<file path="config.mk">
export PLATFORM = sky130hd
export DESIGN_NAME = combined_dvfs_level_voter_top
export DESIGN_NICKNAME = d
export VERILOG_FILES = /design/src/hw/rtl/cdlv_pkg.sv /design/src/hw/rtl/combined_dvfs_level_voter_top.sv /design/src/hw/rtl/cdlv_ctrl.sv /design/src/hw/rtl/cdlv_dp.sv
export SDC_FILE = /design/constraint.sdc
export NUM_CORES = 2
export LEC_CHECK = 0
export BUFFER_PORTS_ARGS = -buffer_cell sky130_fd_sc_hd__buf_2
export CAP_MARGIN = 20
export CELL_PAD_IN_SITES_DETAIL_PLACEMENT = 0
export CELL_PAD_IN_SITES_GLOBAL_PLACEMENT = 1
export CORE_MARGIN = 2
export CORE_UTILIZATION = 41
export DETAILED_ROUTE_END_ITERATION = 10
export PLACE_DENSITY = 0.71
export SYNTH_ARGS = -nofsm -noshare
export SYNTH_HDL_FRONTEND = slang
export SYNTH_SLANG_ARGS = --single-unit
export TNS_END_PERCENT = 50
</file>
<file path="constraint.sdc">
create_clock -name clk -period 10.7 [get_ports clk]
set_input_delay 0.535 -clock clk [delete_from_list [all_inputs] [get_ports clk]]
set_output_delay 0.535 -clock clk [all_outputs]
set_load 0.05 [all_outputs]
</file>
<file path="src/hw/rtl/cdlv_pkg.sv">
package cdlv_pkg;

  localparam int MAX_CLOCKS_DEF = 8;
  localparam int MAX_LEVELS_DEF = 8;

  // holds counts and levels up to 31
  localparam int NW         = 5;
  localparam int CFG_IDX_W  = 1;
  localparam int CFG_DATA_W = 4;
  localparam int ACT_W      = 4;

  localparam logic [CFG_IDX_W-1:0] REG_CLOCK_COUNT = 1'd0;
  localparam logic [CFG_IDX_W-1:0] REG_LEVEL_COUNT = 1'd1;

  localparam logic [1:0] OP_SET_RATE  = 2'd0;
  localparam logic [1:0] OP_UNPREPARE = 2'd1;
  localparam logic [1:0] OP_WR_THRESH = 2'd2;
  localparam logic [1:0] OP_WR_LEVEL  = 2'd3;

  localparam logic KIND_STATUS = 1'b0;
  localparam logic KIND_VOTE   = 1'b1;

  typedef struct packed {
    logic [1:0]  opcode;
    logic [2:0]  clock_index;
    logic [2:0]  level_index;
    logic [31:0] frequency;
    logic [7:0]  channel_number;
    logic [15:0] voltage_code;
  } in_word_t;

  typedef struct packed {
    logic        kind;
    logic [7:0]  vote_channel;
    logic        vote_enable;
    logic [15:0] vote_voltage;
    logic        status;
    logic [3:0]  active_level;
    logic        last;
  } out_word_t;

  typedef struct packed {
    logic [7:0]  ch;
    logic [15:0] volt;
  } lvl_ent_t;

  typedef enum logic [3:0] {
    S_IDLE,
    S_DEC,
    S_SRCH,
    S_ZCHK,
    S_MOVE,
    S_RDN,
    S_RDO,
    S_VN,
    S_VO,
    S_ST
  } state_t;

  typedef struct packed {
    logic ld_item;
    logic rate_wr;
    logic rate_clr;
    logic thr_wr;
    logic lvl_wr;
    logic srch_init;
    logic tgt_srch;
    logic tgt_off;
    logic lvl_move;
    logic rd_new;
    logic rd_old;
    logic emit_vn;
    logic emit_vo;
    logic emit_st;
  } cmd_t;

  typedef struct packed {
    logic [1:0] op;
    logic       ci_ok;
    logic       all_zero;
    logic       srch_done;
    logic       same_lvl;
    logic       has_new;
    logic       has_old;
    logic       same_ch;
  } sts_t;

endpackage

</file>
<file path="src/hw/rtl/combined_dvfs_level_voter_top.sv">
// Channel  Ports                              Handshake
// input    start, busy, in_word               taken when start && !busy
// result   out_valid, out_word                one-cycle strobe, no back-pressure
// config   cfg_we, cfg_index, cfg_wdata       taken when cfg_we
//
// Table writes and rejected ops: accept, decode, then the status word.
// Set rate: the level search reads one threshold per cycle from its memory,
// every clock in use at each level in turn, and stops at the first level
// that fits every rate; with no match it takes the top level in use.
// Reset: synchronous, active low; rates clear, level goes to disabled.
// One item at a time; busy stays high until the last word is issued.
module combined_dvfs_level_voter_top #(
  parameter int MAX_CLOCKS = cdlv_pkg::MAX_CLOCKS_DEF,
  parameter int MAX_LEVELS = cdlv_pkg::MAX_LEVELS_DEF
) (
  input  logic                            clk,
  input  logic                            rst_n,
  input  logic                            cfg_we,
  input  logic [cdlv_pkg::CFG_IDX_W-1:0]  cfg_index,
  input  logic [cdlv_pkg::CFG_DATA_W-1:0] cfg_wdata,
  input  logic                            start,
  output logic                            busy,
  input  cdlv_pkg::in_word_t              in_word,
  output logic                            out_valid,
  output cdlv_pkg::out_word_t             out_word
);
  import cdlv_pkg::*;

  cmd_t cmd;
  sts_t sts;

  cdlv_ctrl u_ctrl (
    .clk   (clk),
    .rst_n (rst_n),
    .start (start),
    .sts   (sts),
    .busy  (busy),
    .cmd   (cmd)
  );

  cdlv_dp #(
    .MAX_CLOCKS (MAX_CLOCKS),
    .MAX_LEVELS (MAX_LEVELS)
  ) u_dp (
    .clk       (clk),
    .rst_n     (rst_n),
    .cfg_we    (cfg_we),
    .cfg_index (cfg_index),
    .cfg_wdata (cfg_wdata),
    .in_word   (in_word),
    .cmd       (cmd),
    .sts       (sts),
    .out_valid (out_valid),
    .out_word  (out_word)
  );

  a_accept_busy: assert property (@(posedge clk) disable iff (!rst_n)
    (start && !busy) |=> busy)
    else $error("busy not raised after accept");

  a_last_from_busy: assert property (@(posedge clk) disable iff (!rst_n)
    (out_valid && out_word.last) |-> $past(busy))
    else $error("final word without an item in flight");

  a_idle_only_last: assert property (@(posedge clk) disable iff (!rst_n)
    (!busy && out_valid) |-> out_word.last)
    else $error("vote word issued after item completed");

  a_vote_followed: assert property (@(posedge clk) disable iff (!rst_n)
    (out_valid && (out_word.kind == KIND_VOTE)) |=> out_valid)
    else $error("vote word not followed by another word");

endmodule

</file>
<file path="src/hw/rtl/cdlv_ctrl.sv">
module cdlv_ctrl (
  input  logic           clk,
  input  logic           rst_n,
  input  logic           start,
  input  cdlv_pkg::sts_t sts,
  output logic           busy,
  output cdlv_pkg::cmd_t cmd
);
  import cdlv_pkg::*;

  state_t state_r, state_nxt;

  always_ff @(posedge clk) begin
    if (!rst_n) begin
      state_r <= S_IDLE;
    end else begin
      state_r <= state_nxt;
    end
  end

  always_comb begin
    state_nxt = state_r;
    cmd       = '0;
    busy      = 1'b1;
    case (state_r)
      S_IDLE: begin
        busy = 1'b0;
        if (start) begin
          cmd.ld_item = 1'b1;
          state_nxt   = S_DEC;
        end
      end
      S_DEC: begin
        state_nxt = S_ST;
        case (sts.op)
          OP_SET_RATE: begin
            if (sts.ci_ok) begin
              cmd.rate_wr   = 1'b1;
              cmd.srch_init = 1'b1;
              state_nxt     = S_SRCH;
            end
          end
          OP_UNPREPARE: begin
            if (sts.ci_ok) begin
              cmd.rate_clr = 1'b1;
              state_nxt    = S_ZCHK;
            end
          end
          OP_WR_THRESH: cmd.thr_wr = 1'b1;
          OP_WR_LEVEL:  cmd.lvl_wr = 1'b1;
          default: ;
        endcase
      end
      S_ZCHK: begin
        if (sts.all_zero) begin
          cmd.tgt_off = 1'b1;
          state_nxt   = S_MOVE;
        end else begin
          state_nxt = S_ST;
        end
      end
      S_SRCH: begin
        if (sts.srch_done) begin
          cmd.tgt_srch = 1'b1;
          state_nxt    = S_MOVE;
        end
      end
      S_MOVE: begin
        if (sts.same_lvl) begin
          state_nxt = S_ST;
        end else begin
          cmd.lvl_move = 1'b1;
          cmd.rd_new   = 1'b1;
          state_nxt    = S_RDN;
        end
      end
      S_RDN: begin
        cmd.rd_old = 1'b1;
        state_nxt  = S_RDO;
      end
      S_RDO: begin
        if (sts.has_new && sts.has_old && sts.same_ch) begin
          state_nxt = S_ST;
        end else if (sts.has_new) begin
          state_nxt = S_VN;
        end else if (sts.has_old) begin
          state_nxt = S_VO;
        end else begin
          state_nxt = S_ST;
        end
      end
      S_VN: begin
        cmd.emit_vn = 1'b1;
        state_nxt   = sts.has_old ? S_VO : S_ST;
      end
      S_VO: begin
        cmd.emit_vo = 1'b1;
        state_nxt   = S_ST;
      end
      S_ST: begin
        cmd.emit_st = 1'b1;
        state_nxt   = S_IDLE;
      end
      default: begin
        state_nxt = S_IDLE;
      end
    endcase
  end

endmodule

</file>
<file path="src/hw/rtl/cdlv_dp.sv">
module cdlv_dp #(
  parameter int MAX_CLOCKS = cdlv_pkg::MAX_CLOCKS_DEF,
  parameter int MAX_LEVELS = cdlv_pkg::MAX_LEVELS_DEF
) (
  input  logic                                clk,
  input  logic                                rst_n,
  input  logic                                cfg_we,
  input  logic [cdlv_pkg::CFG_IDX_W-1:0]      cfg_index,
  input  logic [cdlv_pkg::CFG_DATA_W-1:0]     cfg_wdata,
  input  cdlv_pkg::in_word_t                  in_word,
  input  cdlv_pkg::cmd_t                      cmd,
  output cdlv_pkg::sts_t                      sts,
  output logic                                out_valid,
  output cdlv_pkg::out_word_t                 out_word
);
  import cdlv_pkg::*;

  localparam int CIW    = (MAX_CLOCKS > 1) ? $clog2(MAX_CLOCKS) : 1;
  localparam int LIW    = (MAX_LEVELS > 1) ? $clog2(MAX_LEVELS) : 1;
  localparam int TDEPTH = MAX_CLOCKS * MAX_LEVELS;
  localparam int TW     = (TDEPTH > 1) ? $clog2(TDEPTH) : 1;
  localparam logic [NW-1:0] NC_MAX  = NW'(MAX_CLOCKS);
  localparam logic [NW-1:0] NL_MAX  = NW'(MAX_LEVELS);
  localparam logic [NW-1:0] LVL_OFF = NW'(MAX_LEVELS);

  logic [CFG_DATA_W-1:0] ccnt_r, lcnt_r;
  in_word_t              item_r;
  logic [31:0]           rates_r [MAX_CLOCKS];
  logic [NW-1:0]         cur_r, prev_r, tgt_r;

  logic                  iss_on_r, d_vld_r, d_last_r, fail_r, found_r;
  logic [NW-1:0]         sl_r, sc_r, d_lvl_r, d_clk_r, fnd_lvl_r;
  logic [31:0]           thr_rd_r;
  logic [31:0]           thr_mem [TDEPTH];

  lvl_ent_t              lvl_mem [MAX_LEVELS];
  lvl_ent_t              lv_rd_r, new_r;

  logic                  out_valid_r;
  out_word_t             out_word_r;

  logic [NW-1:0] nc, nl, ci_n, li_n, srch_lvl;
  logic          ci_ok, thr_wr_ok, all_zero, srch_done, bad, cmp_fail;
  logic [TW-1:0] thr_waddr, iss_addr;

  always_comb begin
    nc        = (NW'(ccnt_r) > NC_MAX) ? NC_MAX : NW'(ccnt_r);
    nl        = (NW'(lcnt_r) > NL_MAX) ? NL_MAX : NW'(lcnt_r);
    ci_n      = NW'(item_r.clock_index);
    li_n      = NW'(item_r.level_index);
    ci_ok     = ci_n < nc;
    thr_wr_ok = (ci_n < NC_MAX) && (li_n < NL_MAX);
    thr_waddr = TW'(li_n * MAX_CLOCKS + ci_n);
    iss_addr  = TW'(sl_r * MAX_CLOCKS + sc_r);
    bad       = (item_r.opcode inside {OP_SET_RATE, OP_UNPREPARE}) && !ci_ok;
    srch_done = found_r || (!iss_on_r && !d_vld_r);
    if (found_r) begin
      srch_lvl = fnd_lvl_r;
    end else if (nl == '0) begin
      srch_lvl = '0;
    end else begin
      srch_lvl = nl - NW'(1);
    end
    cmp_fail = fail_r || (rates_r[d_clk_r[CIW-1:0]] > thr_rd_r);
  end

  always_comb begin
    all_zero = 1'b1;
    for (int j = 0; j < MAX_CLOCKS; j++) begin
      if ((NW'(j) < nc) && (rates_r[j] != '0)) begin
        all_zero = 1'b0;
      end
    end
  end

  always_comb begin
    sts.op        = item_r.opcode;
    sts.ci_ok     = ci_ok;
    sts.all_zero  = all_zero;
    sts.srch_done = srch_done;
    sts.same_lvl  = tgt_r == cur_r;
    sts.has_new   = cur_r < NL_MAX;
    sts.has_old   = prev_r < NL_MAX;
    sts.same_ch   = new_r.ch == lv_rd_r.ch;
  end

  always_ff @(posedge clk) begin
    if (!rst_n) begin
      ccnt_r      <= CFG_DATA_W'(1);
      lcnt_r      <= CFG_DATA_W'(1);
      cur_r       <= LVL_OFF;
      prev_r      <= LVL_OFF;
      tgt_r       <= LVL_OFF;
      iss_on_r    <= 1'b0;
      d_vld_r     <= 1'b0;
      fail_r      <= 1'b0;
      found_r     <= 1'b0;
      out_valid_r <= 1'b0;
      for (int j = 0; j < MAX_CLOCKS; j++) begin
        rates_r[j] <= '0;
      end
    end else begin
      if (cfg_we) begin
        case (cfg_index)
          REG_CLOCK_COUNT: ccnt_r <= cfg_wdata;
          REG_LEVEL_COUNT: lcnt_r <= cfg_wdata;
          default: ;
        endcase
      end
      if (cmd.rate_wr) begin
        rates_r[ci_n[CIW-1:0]] <= item_r.frequency;
      end
      if (cmd.rate_clr) begin
        rates_r[ci_n[CIW-1:0]] <= '0;
      end
      if (cmd.tgt_srch) begin
        tgt_r <= srch_lvl;
      end
      if (cmd.tgt_off) begin
        tgt_r <= LVL_OFF;
      end
      if (cmd.lvl_move) begin
        prev_r <= cur_r;
        cur_r  <= tgt_r;
      end

      if (cmd.srch_init) begin
        iss_on_r <= nl != '0;
        d_vld_r  <= 1'b0;
        fail_r   <= 1'b0;
        found_r  <= 1'b0;
      end else begin
        d_vld_r <= iss_on_r;
        if (iss_on_r && (sc_r == nc - NW'(1)) && (sl_r == nl - NW'(1))) begin
          iss_on_r <= 1'b0;
        end
        if (found_r) begin
          iss_on_r <= 1'b0;
        end
        if (d_vld_r && !found_r) begin
          if (d_last_r) begin
            fail_r <= 1'b0;
            if (!cmp_fail) begin
              found_r  <= 1'b1;
              iss_on_r <= 1'b0;
            end
          end else begin
            fail_r <= cmp_fail;
          end
        end
      end

      out_valid_r <= cmd.emit_vn || cmd.emit_vo || cmd.emit_st;
    end
  end

  always_ff @(posedge clk) begin
    if (cmd.ld_item) begin
      item_r <= in_word;
    end
    if (cmd.srch_init) begin
      sl_r <= '0;
      sc_r <= '0;
    end else if (iss_on_r) begin
      d_lvl_r  <= sl_r;
      d_clk_r  <= sc_r;
      d_last_r <= sc_r == nc - NW'(1);
      if (sc_r == nc - NW'(1)) begin
        sc_r <= '0;
        sl_r <= sl_r + NW'(1);
      end else begin
        sc_r <= sc_r + NW'(1);
      end
    end
    if (d_vld_r && !found_r && d_last_r && !cmp_fail) begin
      fnd_lvl_r <= d_lvl_r;
    end
  end

  always_ff @(posedge clk) begin
    if (cmd.thr_wr && thr_wr_ok) begin
      thr_mem[thr_waddr] <= item_r.frequency;
    end
    if (iss_on_r) begin
      thr_rd_r <= thr_mem[iss_addr];
    end
  end

  always_ff @(posedge clk) begin
    if (cmd.lvl_wr && (li_n < NL_MAX)) begin
      lvl_mem[li_n[LIW-1:0]] <= '{ch: item_r.channel_number, volt: item_r.voltage_code};
    end
    if (cmd.rd_new) begin
      lv_rd_r <= lvl_mem[tgt_r[LIW-1:0]];
    end
    if (cmd.rd_old) begin
      new_r   <= lv_rd_r;
      lv_rd_r <= lvl_mem[prev_r[LIW-1:0]];
    end
  end

  always_ff @(posedge clk) begin
    if (cmd.emit_vn || cmd.emit_vo || cmd.emit_st) begin
      out_word_r              <= '0;
      out_word_r.active_level <= ACT_W'(cur_r);
      if (cmd.emit_vn) begin
        out_word_r.kind         <= KIND_VOTE;
        out_word_r.vote_channel <= new_r.ch;
        out_word_r.vote_enable  <= 1'b1;
        out_word_r.vote_voltage <= new_r.volt;
      end else if (cmd.emit_vo) begin
        out_word_r.kind         <= KIND_VOTE;
        out_word_r.vote_channel <= lv_rd_r.ch;
      end else begin
        out_word_r.kind   <= KIND_STATUS;
        out_word_r.status <= bad;
        out_word_r.last   <= 1'b1;
      end
    end
  end

  assign out_valid = out_valid_r;
  assign out_word  = out_word_r;

endmodule

</file>
Word level (Yosys, flattened, before mapping)
Memories as Yosys holds them, arrays and structs flattened. A register that Yosys moved wholly into a read port is not among the register bits.
Index checks and enable logic that the tools add are counted.
{ "word_totals": {"register_bits": 200, "ramBits": 2496, "out_inout_bits": 34, "memories": 3} }
{ "mem_list": {"columns": ["memory", "words", "width", "read_ports", "rd_clocked_by_memory_dff", "wr", "line_no", "source"], "rows": [
  ["u_dp.thr_mem", 64, 32, 1, 1, 1, "cdlv_dp.sv:34", "logic [31:0] thr_mem [TDEPTH];"],
  ["u_dp.rates_r", 8, 32, 9, 1, 8, "cdlv_dp.sv:28", "logic [31:0] rates_r [MAX_CLOCKS];"],
  ["u_dp.lvl_mem", 8, 24, 2, 2, 1, "cdlv_dp.sv:36", "lvl_ent_t lvl_mem [MAX_LEVELS];"]
]} }
{ "classes": {"n_addsub": 6, "n_lt_le_gt_ge": 15, "eq_ne": 18, "muxes": 77, "bitwise_logic": 5, "n_reduce_logical": 51} }
{ "op_table": {"columns": ["operator", "n"], "rows": [
  ["$reduce_bool A32 Y1", 8],
  ["$mux W32", 2],
  ["$mux W24", 2],
  ["$mux W1", 46],
  ["$mux W4", 10],
  ["$pmux W4 S9", 1],
  ["$gt A32 B32 Y1", 1],
  ["$reduce_or A32 Y1", 1],
  ["$lt A3 B5 Y1 const A", 4],
  ["$mux W5", 4],
  ["$logic_and A1 B1 Y1", 18],
  ["$mux W3", 6],
  ["$mux W17", 1],
  ["$eq A4 B3 Y1 const B", 4],
  ["$mux W8", 2],
  ["$eq A5 B5 Y1", 3],
  ["$add A5 B1 Y5 const B", 2],
  ["$lt A1 B5 Y1 const A", 2],
  ["$lt A2 B5 Y1 const A", 2],
  ["$lt A5 B4 Y1 const B", 2],
  ["$reduce_and A2 Y1", 5],
  ["$sub A5 B1 Y5 const B", 2],
  ["$eq A4 B2 Y1 const B", 2],
  ["$eq A4 B4 Y1 const B", 2],
  ["24 further kinds", 40]
]} }

Logic depth before layout (Yosys ltp)
{ "depth": {"depth_word": 16, "mapped_depth": 11, "mapped_depth_nobuf": 9} }

Cells and area by module
Synthesis repeated with hierarchy kept, for this count alone.
{ "unflattened": {"hier_cells": 4953, "hier_area_um2": 107469.3} }
{ "modules_own_cells": {"columns": ["module", "n_inst", "cells_each", "area_per_inst_um2", "seq_area_each_um2"], "rows": [
  ["cdlv_dp", 1, 4883, 106967.6, 81598.3],
  ["cdlv_ctrl", 1, 70, 501.7, 80.1]
]} }

Least setup slack after synthesis
No wires, ideal clock.
{ "synth_path": {"kind": "register to register", "startpoint": "reg (tool-made name)", "endpoint": "reg u_dp.fnd_lvl_r[0], enable pin", "arrival_time_ns": 3.655, "path_slack_ns": 6.671, "path_stages_with_launch": 11, "n_path_buf": 2, "period_less_slack_ns": 4.029, "cell_sequence": "dfxtp_1 -> clkbuf_1 -> buf_1 -> mux4_2 -> mux2_2 -> ha_1 -> a21o_1 -> a2111oi_0 -> o211ai_1 -> o22a_1 -> nor3_1"} }
{ "synth_rtl": {"columns": ["element", "line_no", "source"], "rows": [
  ["end signal, assigned", "cdlv_dp.sv:176", "fnd_lvl_r <= d_lvl_r;"],
  ["end, declared", "cdlv_dp.sv:32", "logic [NW-1:0] sl_r, sc_r, d_lvl_r, d_clk_r, fnd_lvl_r;"]
]} }

==> run_results.csv <==
group,metric,value,unit
synth,synth_area_leader_cell,"edfxtp_1",
route,drt-total-wl,277000,um
worst_setup_path,critical_path.max_fanout,37,
route,route.met2.wl,136000,um
route,drt_pass1_iterations,6,
power_and_ir_drop,intPower,19.7,mW
power_and_ir_drop,p_leak,37.6,nW
timing,rsz0062_at_grt,"false",
route,wl_met1,110000,um
synth,ys_seq_area_share,76.1,%
timing,tightest_slew,1.09,ns
clocking,clk_path_buf_depth,4,
worst_setup_path,cp-end-kind,"flop",
synth,synth_edf_count,2686,
placed_design,gp_congestion,0.877,
synth,synth_top_area_share,75.2,%
route,dr_wl_met3,23700,um
finish,fin_area,123000,um^2
power_and_ir_drop,clockPowerShare,35.9,%
synth,post_synth.cell_area_avg,22.1,um^2
timing,slew_viol_final,0,
placed_design,io_buffers,106,
grt,grt_overflow,0,
synth,netlist_top_cells_count,"edfxtp_1 (2686), mux4_2 (824), nor2_1 (365)",
finish,syn_to_final_growth,14.3,%
synth,yosysUniqueCellTypes,56,
die,rows,187,
clocking,clock_latency,0.96,ns
timing,fin_crit_sh,46.6,%
clocking,cts_buffers,286,
finish,fin_nets,5355,
timing,clock.fmax,0.201,GHz
die,die_w,516,um
grt,grt.total_usage,20.8,%
clocking,htreeDepth,5,
run_status,outcome,"finished, final reports clean",
die,initial_core_util,41.3,%
grt,grt_pass1_vias,53200,
clocking,cts.sinks,2737,
timing,slew_headroom,27.1,%
finish,fillCellCount,21000,
placed_design,dpl_cell_area,113000,um^2
synth,syn_nets,4970,
power_and_ir_drop,p_comb_share,17.2,%
route,ant_nets,0,
flow_run,cap_violations,0,
synth,ys_warn_count,0,
route,routed_via_density,5.88,
clocking,post_cts_resized,0,
clocking,cts_tree,"built",
synth,ys.flop_type,"edfxtp_1",
power_and_ir_drop,ir_worst_vdd,208,uV
worst_setup_path,crit_required,11.23,ns
power_and_ir_drop,switching_share,24.9,%
grt,grt_pass1_wl,394000,um
power_and_ir_drop,power_frac_seq,46.9,%
synth,synth_area,107000,um^2
worst_setup_path,crit_path_start_kind,"flop",
die,io_pins,107,
synth,postSynthCellCount,4856,
synth,synth-async-reset-ratio,0,%
die,coreArea,260000,um^2
route,drc_errors,0,
die,fp.dieH,516,um
power_and_ir_drop,power_switching,6.52,mW
grt,grt_max_degree,158,
synth,yosys-top-cells-area,"edfxtp_1 (75%), mux4_2 (17%), nor2_1 (1.3%), dfxtp_1 (0.95%), clkbuf_1 (0.54%)",
timing,setup_tns,0,ns
route,wire_per_inst,31.0,um
route,vias,52600,
timing,setup_viol,0,
worst_setup_path,path_class,"reg2reg",
grt,antenna_found_initial,10,
min_path,hold_class,"in2reg",
finish,ff_latch_area,81700,um^2
worst_setup_path,worstPathArrival,5.52,ns
clocking,clk_pin_slew,0.06,ns
placed_design,dpl.hpwl,157000,um
die,dieArea,266000,um^2
timing,period_minus_slack,4.99,ns
finish,multi_input_area,25000,um^2
route,drt-initial-drc-count,7054,
route,routed.top_layer,"met5",
clocking,cts-root-buf,"clkbuf_16",
synth,ys_ff_latch,2737,
synth,post-synth-top-count-cell,"edfxtp_1",
finish,drive_gt1_share,29.5,%
power_and_ir_drop,power.density,214,nW/um^2
timing,hold_violations,0,
timing,fin_skew,0.0767,ns
## registers in the layout, indices dropped and copies added (netlist names), 5 cells and up, named ones only
register	cells
u_dp.cur_r	5
u_dp.item_r	59
u_dp.lvl_mem	192
u_dp.d_lvl_r	5
u_dp.lv_rd_r	24
u_dp.new_r	24
u_dp.rates_r	256
u_dp.prev_r	5
u_dp.thr_mem	2048
u_dp.out_word	32
u_dp.fnd_lvl_r	5
u_dp.tgt_r	5
u_dp.thr_rd_r	32
u_dp.sl_r	5
u_dp.sc_r	5
## path summary, 6_finish.rpt
check,slack [ns],startpoint,cells after the start,endpoint
worst max-delay path,5.71,flop,9,u_dp.fnd_lvl_r[4]$_DFFE_PP_
worst min-delay path,0.32,in_word[45],2,u_dp.item_r[45]$_DFFE_PP_
worst max register to register,5.71,flop,9,u_dp.fnd_lvl_r[4]$_DFFE_PP_
worst min register to register,0.42,u_dp.lv_rd_r[11]$_DFFE_PP_,0,u_dp.new_r[11]$_DFFE_PP_
## what timing repair did
action                                 4_1_cts  5_1_grt
endpoints found under the hold margin       75        0
buffers inserted                             0        0
hold buffers                                76        0
setup endpoints to repair                    0        0
## layer usage
metal	track usage [%]	vias to the layer above
met5	0	-
met4	6.04	8
met3	4.13	439
met2	33.8	2507
met1	28.5	28400
li1	-	21200
## power by group through the flow
stage	logic (mW)	clock network, mW	registers (mW)
2_1_floorplan	3.07	0	12.6
3_3_place_gp	4.48	0	12.5
3_5_place_dp	4.52	0	12.5
4_1_cts	4.55	9.57	12.3
5_1_grt	4.75	9.96	12.3
6_report	4.50	9.41	12.3
## critical path: stages (launching register included)
cell and delay, ns:
dfxtp_4 0.70, buf_4 0.69, mux4_2 0.59, mux2_2 0.28, ha_1 0.31, nand4_1 0.19
nor4_1 0.51, nand4_1 0.32, o22a_1 0.34, nor3_1 0.62
## cells in the final DEF (no fill, tap or decap), drive strengths merged, types with 53 or more instances in the layout
master	synthesis	final
dlygate4sd3	0	76
nor2	365	365
clkinv	0	104
nand2	99	99
a21oi	53	53
mux4	824	824
inv	43	53
buf	100	274
edfxtp	2686	2686
nor4	70	70
clkbuf	153	348
## through the flow
stage	instances	hold WS, ns	setup slack, ns	total power [mW]	utilization, %
final	8943	0.319	5.71	26.2	47.2
after global routing	8934	0.280	5.45	27.0	47.2
after CTS	8929	0.247	5.79	26.4	47.1
after detailed placement	8368	0.406	5.82	17.0	43.5
after global placement	8368	0.403	5.90	17.0	43.5
after floorplan	4856	0.400	6.67	15.6	-
## kinds of logic (layout without fill, tap and decap cells)
family | count (synthesis) | in the layout | share of synthesized area, %
XOR/XNOR | 24 | 24 | 0.196
adder cells (fa/ha/maj) | 41 | 41 | 0.485
AND/OR/NAND/NOR | 682 | 682 | 2.87
multiplexers | 917 | 917 | 18.2
other | 0 | 9 | 0
flip-flops | 2737 | 2737 | 76.1
AO/OA/AOI/OAI | 159 | 159 | 0.969
buffers and inverters | 296 | 878 | 1.15
## layout make-up
| type | count | area share (%) |
|---|---|---|
| antenna | 9 | 0.0184 |
| clock buffer | 348 | 6.15 |
| clock inverter | 137 | 0.932 |
| inverter | 43 | 0.132 |
| multi-input combinational | 1823 | 20.4 |
| sequential | 2737 | 66.6 |
| tap | 3496 | 3.57 |
| timing repair buffer | 350 | 2.22 |
Note: power is estimated with default switching activity, not from simulation.
